===== src/sv/cfd_pkg.sv =====
// Shared types and constants for the configuration frame deframer.
`default_nettype none
package cfd_pkg;

  localparam logic [7:0]  START_CODE       = 8'hCA;
  localparam logic [15:0] MAX_LENGTH_RESET = 16'd64;

  typedef enum logic [2:0] {
    PH_HUNT = 3'd0,
    PH_LEN  = 3'd1,
    PH_OP   = 3'd2,
    PH_DATA = 3'd3,
    PH_SUM  = 3'd4
  } phase_t;

  typedef enum logic [2:0] {
    OUT_NONE     = 3'd0,
    OUT_DATA     = 3'd1,
    OUT_ACCEPT   = 3'd2,
    OUT_MISMATCH = 3'd3,
    OUT_DROP     = 3'd4
  } outcome_t;

  typedef struct packed {
    logic [7:0] rx_byte;
    logic       restart;
  } in_item_t;

  typedef struct packed {
    outcome_t    outcome;
    logic [7:0]  data_value;
    logic [15:0] data_index;
    logic [15:0] frame_length;
    logic [7:0]  frame_opcode;
  } result_t;

endpackage
`default_nettype wire


===== src/sv/cfd_in_stage.sv =====
// Input register stage: holds one received word until the parser consumes it.
`default_nettype none
module cfd_in_stage (
  input  wire logic              clk,
  input  wire logic              rst_n,
  input  wire logic              in_tvalid,
  output logic                   in_tready,
  input  wire cfd_pkg::in_item_t in_item,
  input  wire logic              consume,
  output logic                   item_valid,
  output cfd_pkg::in_item_t      item
);
  import cfd_pkg::*;

  logic     valid_r, valid_nxt;
  in_item_t item_r, item_nxt;
  logic     take;

  assign in_tready = rst_n & (~valid_r | consume);
  assign take      = in_tvalid & in_tready;

  always_comb begin
    valid_nxt = valid_r;
    item_nxt  = item_r;
    if (take) begin
      valid_nxt = 1'b1;
      item_nxt  = in_item;
    end else if (consume) begin
      valid_nxt = 1'b0;
    end
  end

  always_ff @(posedge clk) begin
    if (!rst_n) begin
      valid_r <= 1'b0;
    end else begin
      valid_r <= valid_nxt;
    end
  end

  always_ff @(posedge clk) begin
    item_r <= item_nxt;
  end

  assign item_valid = valid_r;
  assign item       = item_r;

endmodule
`default_nettype wire


===== src/sv/cfd_core.sv =====
// Frame parser state machine with length, checksum and progress tracking.
`default_nettype none
module cfd_core (
  input  wire logic              clk,
  input  wire logic              rst_n,
  input  wire logic              cfg_wr_en,
  input  wire logic [15:0]       cfg_wr_data,
  input  wire logic              advance,
  input  wire cfd_pkg::in_item_t item,
  output cfd_pkg::result_t       result
);
  import cfd_pkg::*;

  phase_t      phase_r, phase_nxt, phase_cur;
  logic [15:0] expected_len_r, expected_len_nxt;
  logic [15:0] progress_r, progress_nxt;
  logic [7:0]  running_sum_r, running_sum_nxt;
  logic [7:0]  held_opcode_r, held_opcode_nxt;
  logic [15:0] max_length_r;
  logic [15:0] progress_inc;
  logic        drop;

  // A restart flag puts the parser back in hunting before this word is handled.
  assign phase_cur    = item.restart ? PH_HUNT : phase_r;
  assign progress_inc = progress_r + 16'd1;
  assign drop         = (progress_r >= expected_len_r) || (expected_len_r > max_length_r);

  always_comb begin
    phase_nxt = phase_cur;
    unique case (phase_cur)
      PH_HUNT: if (item.rx_byte == START_CODE) phase_nxt = PH_LEN;
      PH_LEN:  if (progress_r != 16'd0) phase_nxt = PH_OP;
      PH_OP:   phase_nxt = PH_DATA;
      PH_DATA: begin
        if (drop) begin
          phase_nxt = PH_HUNT;
        end else if (progress_inc == expected_len_r) begin
          phase_nxt = PH_SUM;
        end
      end
      PH_SUM:  phase_nxt = PH_HUNT;
      default: phase_nxt = PH_HUNT;
    endcase
  end

  always_comb begin
    expected_len_nxt = expected_len_r;
    progress_nxt     = progress_r;
    running_sum_nxt  = running_sum_r;
    held_opcode_nxt  = held_opcode_r;
    result           = '0;
    result.outcome   = OUT_NONE;
    unique case (phase_cur)
      PH_HUNT: begin
        if (item.rx_byte == START_CODE) begin
          expected_len_nxt = 16'd0;
          progress_nxt     = 16'd0;
          running_sum_nxt  = 8'd0;
        end
      end
      PH_LEN: begin
        // Length arrives low byte first.
        if (progress_r == 16'd0) begin
          expected_len_nxt = {expected_len_r[15:8], item.rx_byte};
          progress_nxt     = 16'd1;
        end else begin
          expected_len_nxt = {item.rx_byte, expected_len_r[7:0]};
          progress_nxt     = 16'd0;
        end
      end
      PH_OP: held_opcode_nxt = item.rx_byte;
      PH_DATA: begin
        if (drop) begin
          result.outcome = OUT_DROP;
        end else begin
          running_sum_nxt   = running_sum_r + item.rx_byte;
          result.outcome    = OUT_DATA;
          result.data_value = item.rx_byte;
          result.data_index = progress_r;
          progress_nxt      = progress_inc;
        end
      end
      PH_SUM: begin
        if (running_sum_r == item.rx_byte) begin
          result.outcome      = OUT_ACCEPT;
          result.frame_length = expected_len_r;
          result.frame_opcode = held_opcode_r;
        end else begin
          result.outcome = OUT_MISMATCH;
        end
      end
      default: ;
    endcase
  end

  always_ff @(posedge clk) begin
    if (!rst_n) begin
      phase_r        <= PH_HUNT;
      expected_len_r <= 16'd0;
      progress_r     <= 16'd0;
      running_sum_r  <= 8'd0;
      held_opcode_r  <= 8'd0;
      max_length_r   <= MAX_LENGTH_RESET;
    end else begin
      if (advance) begin
        phase_r        <= phase_nxt;
        expected_len_r <= expected_len_nxt;
        progress_r     <= progress_nxt;
        running_sum_r  <= running_sum_nxt;
        held_opcode_r  <= held_opcode_nxt;
      end
      if (cfg_wr_en) begin
        max_length_r <= cfg_wr_data;
      end
    end
  end

endmodule
`default_nettype wire


===== src/sv/cfd_out_stage.sv =====
// Result register: holds one result word until the downstream side takes it.
`default_nettype none
module cfd_out_stage (
  input  wire logic             clk,
  input  wire logic             rst_n,
  input  wire logic             load,
  input  wire cfd_pkg::result_t result,
  output logic                  free,
  output logic                  out_tvalid,
  input  wire logic             out_tready,
  output cfd_pkg::result_t      out_result
);
  import cfd_pkg::*;

  logic    valid_r, valid_nxt;
  result_t result_r, result_nxt;

  assign free = ~valid_r | out_tready;

  always_comb begin
    valid_nxt  = valid_r;
    result_nxt = result_r;
    if (load) begin
      valid_nxt  = 1'b1;
      result_nxt = result;
    end else if (out_tready) begin
      valid_nxt = 1'b0;
    end
  end

  always_ff @(posedge clk) begin
    if (!rst_n) begin
      valid_r <= 1'b0;
    end else begin
      valid_r <= valid_nxt;
    end
  end

  always_ff @(posedge clk) begin
    result_r <= result_nxt;
  end

  assign out_tvalid = valid_r;
  assign out_result = result_r;

endmodule
`default_nettype wire


===== src/sv/config_frame_deframer.sv =====
// Top level of the start-code / length / opcode / checksum frame deframer.
//
//  Channel | Direction | Payload
//  in_     | slave     | tdata: rx_byte; tuser: restart
//  out_    | master    | tdata: data_value, data_index, frame_length, frame_opcode;
//          |           | tuser: outcome
//  cfg_    | write     | cfg_wr_data: max_length
//
// A word is held in the input register until the parser loads its result into the result
// register, which it does once that register is free; out_tvalid is the result register's
// valid flag.
// The parser takes one word per cycle unless stalled; each word yields exactly one result.
// A stalled result register holds the parser, and the input register fills behind it.
// Synchronous reset returns the parser to start-code hunting and max_length to 64.
`default_nettype none
module config_frame_deframer (
  input  wire logic        clk,
  input  wire logic        rst_n,
  input  wire logic        in_tvalid,
  output logic             in_tready,
  input  wire logic [7:0]  in_tdata,   // [7:0] rx_byte
  input  wire logic        in_tuser,   // [0] restart
  output logic             out_tvalid,
  input  wire logic        out_tready,
  output logic [47:0]      out_tdata,  // [7:0] data_value, [23:8] data_index,
                                       // [39:24] frame_length, [47:40] frame_opcode
  output logic [2:0]       out_tuser,  // [2:0] outcome
  input  wire logic        cfg_wr_en,
  input  wire logic [15:0] cfg_wr_data // [15:0] max_length
);
  import cfd_pkg::*;

  in_item_t in_item;
  in_item_t item;
  logic     item_valid;
  logic     out_free;
  logic     advance;
  result_t  result;
  result_t  out_result;

  assign in_item.rx_byte = in_tdata;
  assign in_item.restart = in_tuser;
  assign advance         = item_valid & out_free;

  cfd_in_stage u_in (
    .clk        (clk),
    .rst_n      (rst_n),
    .in_tvalid  (in_tvalid),
    .in_tready  (in_tready),
    .in_item    (in_item),
    .consume    (advance),
    .item_valid (item_valid),
    .item       (item)
  );

  cfd_core u_core (
    .clk         (clk),
    .rst_n       (rst_n),
    .cfg_wr_en   (cfg_wr_en),
    .cfg_wr_data (cfg_wr_data),
    .advance     (advance),
    .item        (item),
    .result      (result)
  );

  cfd_out_stage u_out (
    .clk        (clk),
    .rst_n      (rst_n),
    .load       (advance),
    .result     (result),
    .free       (out_free),
    .out_tvalid (out_tvalid),
    .out_tready (out_tready),
    .out_result (out_result)
  );

  assign out_tdata = {out_result.frame_opcode, out_result.frame_length,
                      out_result.data_index, out_result.data_value};
  assign out_tuser = out_result.outcome;

endmodule
`default_nettype wire


===== config.mk =====
export PLATFORM = sky130hd
export DESIGN_NAME = config_frame_deframer
export DESIGN_NICKNAME = d
export VERILOG_FILES = /design/src/sv/cfd_pkg.sv /design/src/sv/cfd_in_stage.sv /design/src/sv/cfd_core.sv /design/src/sv/cfd_out_stage.sv /design/src/sv/config_frame_deframer.sv
export SDC_FILE = /design/constraint.sdc
export NUM_CORES = 1
export LEC_CHECK = 0
export ABC_CLOCK_PERIOD_IN_PS = 2950
export BUFFER_PORTS_ARGS = -buffer_cell sky130_fd_sc_hd__buf_4
export CORE_MARGIN = 2
export CORE_UTILIZATION = 55
export CTS_BUF_LIST = sky130_fd_sc_hd__clkbuf_8
export DETAILED_ROUTE_END_ITERATION = 6
export PLACE_DENSITY = 0.79
export SKIP_LAST_GASP = 1
export SLEW_MARGIN = 15
export SYNTH_ARGS = -nofsm -noshare
export SYNTH_HDL_FRONTEND = slang
export SYNTH_HIERARCHICAL = 1
export SYNTH_SLANG_ARGS = --single-unit

===== constraint.sdc =====
create_clock -name clk -period 2.95 [get_ports clk]
set_input_delay 0.295 -clock clk [delete_from_list [all_inputs] [get_ports clk]]
set_output_delay 0.295 -clock clk [all_outputs]
set_load 0.02 [all_outputs]

Word-level counts from Yosys, hierarchy flattened
Cells that the tools add are included.
{"block": "totals", "reg_bits": 129, "input_bits": 30, "elab_cells": 77}
{"block": "op_classes", "n_addsub": 2, "n_lt_le_gt_ge": 2, "n_eq_ne": 11, "n_mux": 22, "n_bitwise": 8, "n_reduce_logical": 16}
{"cell": "$mux W16", "count": 3}
{"cell": "$pmux W16 S3", "count": 1}
{"cell": "$pmux W16 S2", "count": 1}
{"cell": "$mux W3", "count": 6}
{"cell": "$add A16 B1 Y16 const B", "count": 1}
{"cell": "$eq A16 B16 Y1", "count": 1}
{"cell": "$ge A16 B16 Y1", "count": 1}
{"cell": "$gt A16 B16 Y1", "count": 1}
{"cell": "$logic_not A16 Y1", "count": 1}
{"cell": "$mux W8", "count": 2}
{"cell": "$pmux W8 S2", "count": 1}
{"cell": "$reduce_and A4 Y1", "count": 4}
{"cell": "$reduce_bool A16 Y1", "count": 1}
{"cell": "$pmux W3 S4", "count": 1}
{"cell": "$add A8 B8 Y8", "count": 1}
{"cell": "$eq A8 B8 Y1", "count": 1}
{"cell": "$eq A8 B8 Y1 const B", "count": 1}
{"cell": "$reduce_bool A2 Y1", "count": 4}
{"cell": "$eq A3 B2 Y1 const B", "count": 2}
{"cell": "$mux W1", "count": 6}
{"cell": "$pmux W3 S2", "count": 1}
{"cell": "$ne A2 B1 Y1 const B", "count": 2}
{"cell": "$ne A2 B2 Y1 const B", "count": 2}
{"cell": "$reduce_and A2 Y1", "count": 2}
{"cell": "9 further kinds", "count": 14}

Logic depth before layout (Yosys ltp)
{"block": "depth", "word_depth": 7, "ltp_mapped": 10, "depth_no_buf": 9}

Modules after synthesis
The synthesis kept the hierarchy.
{"mod": "cfd_core", "n_inst": 1, "cells_per_inst": 602, "area_each_um2": 4782.1}
{"mod": "cfd_out_stage", "n_inst": 1, "cells_per_inst": 55, "area_each_um2": 1580.3}
{"mod": "cfd_in_stage", "n_inst": 1, "cells_per_inst": 15, "area_each_um2": 327.8}
{"mod": "config_frame_deframer", "n_inst": 1, "cells_per_inst": 1, "area_each_um2": 6.3}

Least setup slack after synthesis
Ideal clock, no wire load.
{"block": "synth_path", "kind": "flip-flop to flip-flop", "startpoint": "reg u_out.valid_r, in the netlist u_out/out_tvalid", "endpoint": "reg u_core.expected_len_r[10]", "setup_time_ps": 65, "t_arrival_ps": 3120, "t_required_ps": 2885, "path_slack_ps": -235, "stages_incl_launch_ff": 10, "path_buffers": 1, "cell_sequence": "dfxtp_1 > nand2b_4 > and2_1 > clkbuf_1 > o21ai_0 > a21oi_1 > inv_1 > nor2_1 > a22oi_1 > nor2_1"}
{"block": "synth_via", "elab_chain_len": 4}
{"item": "start, declared", "line": "cfd_out_stage.sv:15", "source": "logic valid_r, valid_nxt;"}
{"item": "start signal, assigned", "line": "cfd_out_stage.sv:35", "source": "valid_r <= valid_nxt;"}
{"item": "$not A1 Y1", "line": "cfd_out_stage.sv:18", "source": "assign free = ~valid_r | out_tready;"}
{"item": "$or A1 B1 Y1", "line": "cfd_out_stage.sv:18"}
{"item": "named net out_free", "line": "config_frame_deframer.sv:36", "source": "logic out_free;"}
{"item": "$and A1 B1 Y1", "line": "config_frame_deframer.sv:43", "source": "assign advance = item_valid & out_free;"}
{"item": "named net advance", "line": "config_frame_deframer.sv:37", "source": "logic advance;"}
{"item": "$reduce_and A4 Y1 (no source line)"}
{"item": "end signal, assigned", "line": "cfd_core.sv:107", "source": "expected_len_r <= expected_len_nxt;"}
{"item": "end, declared", "line": "cfd_core.sv:15", "source": "logic [15:0] expected_len_r, expected_len_nxt;"}
The timed path passes the listed nets, and every way through them passes these cells.
A chain may end at the register's enable or synchronous reset.

Final worst setup path
{"block": "layout_path", "startpoint": "reg u_core.expected_len_r[7]", "endpoint": "reg u_core.progress_r[15]"}
{"block": "layout_via", "elab_chain_len": 4}
{"item": "$ge A16 B16 Y1 or $gt A16 B16 Y1 (tied branches)", "line": "cfd_core.sv:26", "source": "assign drop = (progress_r >= expected_len_r) || (expected_len_r > max_length_r);"}
{"item": "$logic_or A1 B1 Y1 *", "line": "cfd_core.sv:26"}
{"item": "$ne A2 B2 Y1 (no source line) *"}
{"item": "$reduce_and A4 Y1 (no source line) *"}
{"item": "end signal, assigned", "line": "cfd_core.sv:108", "source": "progress_r <= progress_nxt;"}
{"item": "end, declared", "line": "cfd_core.sv:16", "source": "logic [15:0] progress_r, progress_nxt;"}
Mark *: on every way between the ends. The rest lies on a longest branch, timed or not.

==> out/metrics.yaml <==
die:
  rows: 40
  start_util_pct: 56.0
  die_y_um: 114
  io_pins: 83
  die_area_mm2: 0.0131
  coreArea_mm2: 0.0120
  die_width_um: 114
clock_tree:
  cts_made_buffers: 17
  cts.clk_slew.worst_paths_ps: 70
  clockBufferDepth: 2
  numClockSinks: 129
  cts_tree: "yes"
  post_cts_buffers: 0
  htreeDepth: 4
  clock-root-buffer: "clkbuf_8"
  clk_latency_ps: 450
global_routing:
  track_usage_pct: 26.4
  grt_overflow_total: 0
  grt_pass1_wl_um: 26800
  grt_max_degree: 53
  antenna_found_initial: 0
  grt_pass1_vias: 5348
routing:
  final_antenna_net_count: 0
  drt_iter0_drc: 557
  firstDrtPassIters: 6
  wl_met2_um: 8160
  totalWireLength_um: 16600
  avgViaCountPerCell: 6.05
  routed-wl-met3_um: 1200
  highest_layer: "met4"
  dr_total_vias: 5586
  drt-met1-wl_um: 6950
  wl_per_cell_um: 18.0
  drc_errors: 0
logic_synthesis:
  syn_nets: 745
  synth.most_common_cell: "dfxtp_1"
  synth_seq_area_share_pct: 47.5
  ys_seq_elements: 129
  synth_top_area_share_pct: 26.9
  synthFlopType: "dfxtp_1"
  synth.avg_cell_area_um2: 9.95
  synthesis.area_mm2: 0.00670
  ys_warn_count: 6
  netlist_top_cells_area: "edfxtp_1, dfxtp_1, ha_1"
  synth_edf_count: 60
  synthArstFlopShare_pct: 0
  synth_cell_types: 70
  synth_top_area_cell: "edfxtp_1"
  synth.top_cells.by_count: "dfxtp_1, nor2_1, edfxtp_1"
  synth_cells: 673
finish:
  n_antenna_cell: 0
  drive_gt1_share_pct: 18.8
  syn_to_final_growth_pct: 18.8
  fin_util_pct: 66.5
  design_area_mm2: 0.00795
  nNetsFinal: 835
setup_path:
  slowest_delay_ps: 510
  crit_slowest_cell: "dfxtp_1"
  path_max_fanout: 15
  worstPathRequired_ps: 3260
  start_kind: "flop"
  cp.arrival_ps: 3110
  end_kind: "flop"
  critPathKind: "flop to flop"
  path_cells: "ha_1 -> a21oi_1 -> o21ai_0 -> a221oi_1 -> a31oi_4 -> o21ai_4 -> a31o_4 -> o221ai_1"
sta:
  fmax_mhz: 357
  setup_viol: 0
  maxSlewViolCount: 0
  maxSlewHeadroom_pct: 50.7
  fin_tns_setup_ps: 0
  rsz0062_at_grt: "no"
  hold_viol: 0
  tightest_slew_ps: 738
  skew_ps: 9.99
  fin_crit_ps: 2800
  fin_crit_sh_pct: 95.0
hold_path:
  worstHoldPathType: "primary input to flop"
pwr:
  power.density_mw_per_mm2: 479
  p_leak_nw: 3.18
  vdd_drop_max_mv: 0.316
  total_power_mw: 3.81
run:
  cap_violations: 0
placement:
  gp_congestion: 0.962
  dp_hpwl_um: 12100
  port_buffers: 82
  placed_cell_area_mm2: 0.00745
run_status:
  outcome: "completed"
[placed cells by master (no fill, tap or decap), types with 6 or more instances in the layout]
master         count
buf_4             95
dfxtp_1           69
nor2_1            64
edfxtp_1          60
inv_1             55
ha_1              41
o21ai_0           30
nor3_1            29
nand2_1           28
mux2i_1           28
a21oi_1           27
nor4_1            24
and2_1            21
nand3_1           18
nand4_1           18
clkbuf_8          17
xnor2_1           16
a22oi_1           16
xor2_1            10
dlygate4sd3_1      9
o21ai_2            9
and3_1             8
a31oi_1            6
[power breakdown]
part           total, mW  leakage, nW  switching [mW]  internal, mW
clock               1.57        0.206           0.676         0.897
combinational      0.279         1.83           0.161         0.119
sequential          1.96         1.14          0.0345          1.93
[worst paths after layout]
kind / cells after the start / start / endpoint / slack [ps]
worst max-delay path: 8 / u_core/expected_len_r[7] / u_core/progress_r[15] / 150
worst max register to register: 8 / u_core/expected_len_r[7] / u_core/progress_r[15] / 150
worst min register to register: 2 / u_core/running_sum_r[6] / u_core/running_sum_r[6] / 480
worst min-delay path: 3 / cfg_wr_data[0] / u_core/max_length_r[0] / 80
[cell type report]
type,count,area [um^2]
clock buffers,17,234
well taps,147,184
flip-flops and latches,129,3180
fillers,921,4010
inverters,55,206
repair buffers,104,803
multi-input cells,456,3170
clock inverters,15,174
[per-stage QoR]
stage	cells	setup WS, ps	hold slack (ps)
finish	923	147	83.5
floorplan	673	345	394
global route	923	22.1	72.9
global placement	882	338	458
CTS	914	196	1.11
detailed placement	882	207	467
[metal layers]
layer	track usage, %	vias up
li1	-	2627
met1	33.8	2661
met2	43.0	265
met4	10.7	0
met3	6.72	33
met5	0	-
[logic make-up after synthesis]
| kind of cell | Yosys count | synth area share, % |
|---|---|---|
| compound gates | 123 | 12.8 |
| mux | 28 | 4.19 |
| fa+ha+maj | 42 | 7.96 |
| xor+xnor | 27 | 3.76 |
| simple gates | 236 | 18.6 |
| buf+inv | 88 | 5.18 |
| flops | 129 | 47.5 |
[flip-flops by register name, summed over array words and instances (netlist names)]
name and flops:
u_in/item 9, u_in/item_valid 1, u_out/out_tvalid 1, u_core/max_length_r 16
u_core/progress_r 16, u_core/running_sum_r 8, u_out/out_result 51, u_core/phase_r 3
u_core/expected_len_r 16, u_core/held_opcode_r 8
[worst max-delay path, delay by kind of cell (launching register included)]
family                   cells  cell delay, ps
flip-flops                   1             510
adder cells (fa/ha/maj)      1             320
AO/OA/AOI/OAI                7            1830
[timing repair]
action | CTS | global route
gates resized for setup | 0 | 0
hold buffers | 0 | 9
hold endpoints to repair | 0 | 9
(Power assumes the default switching activity.)
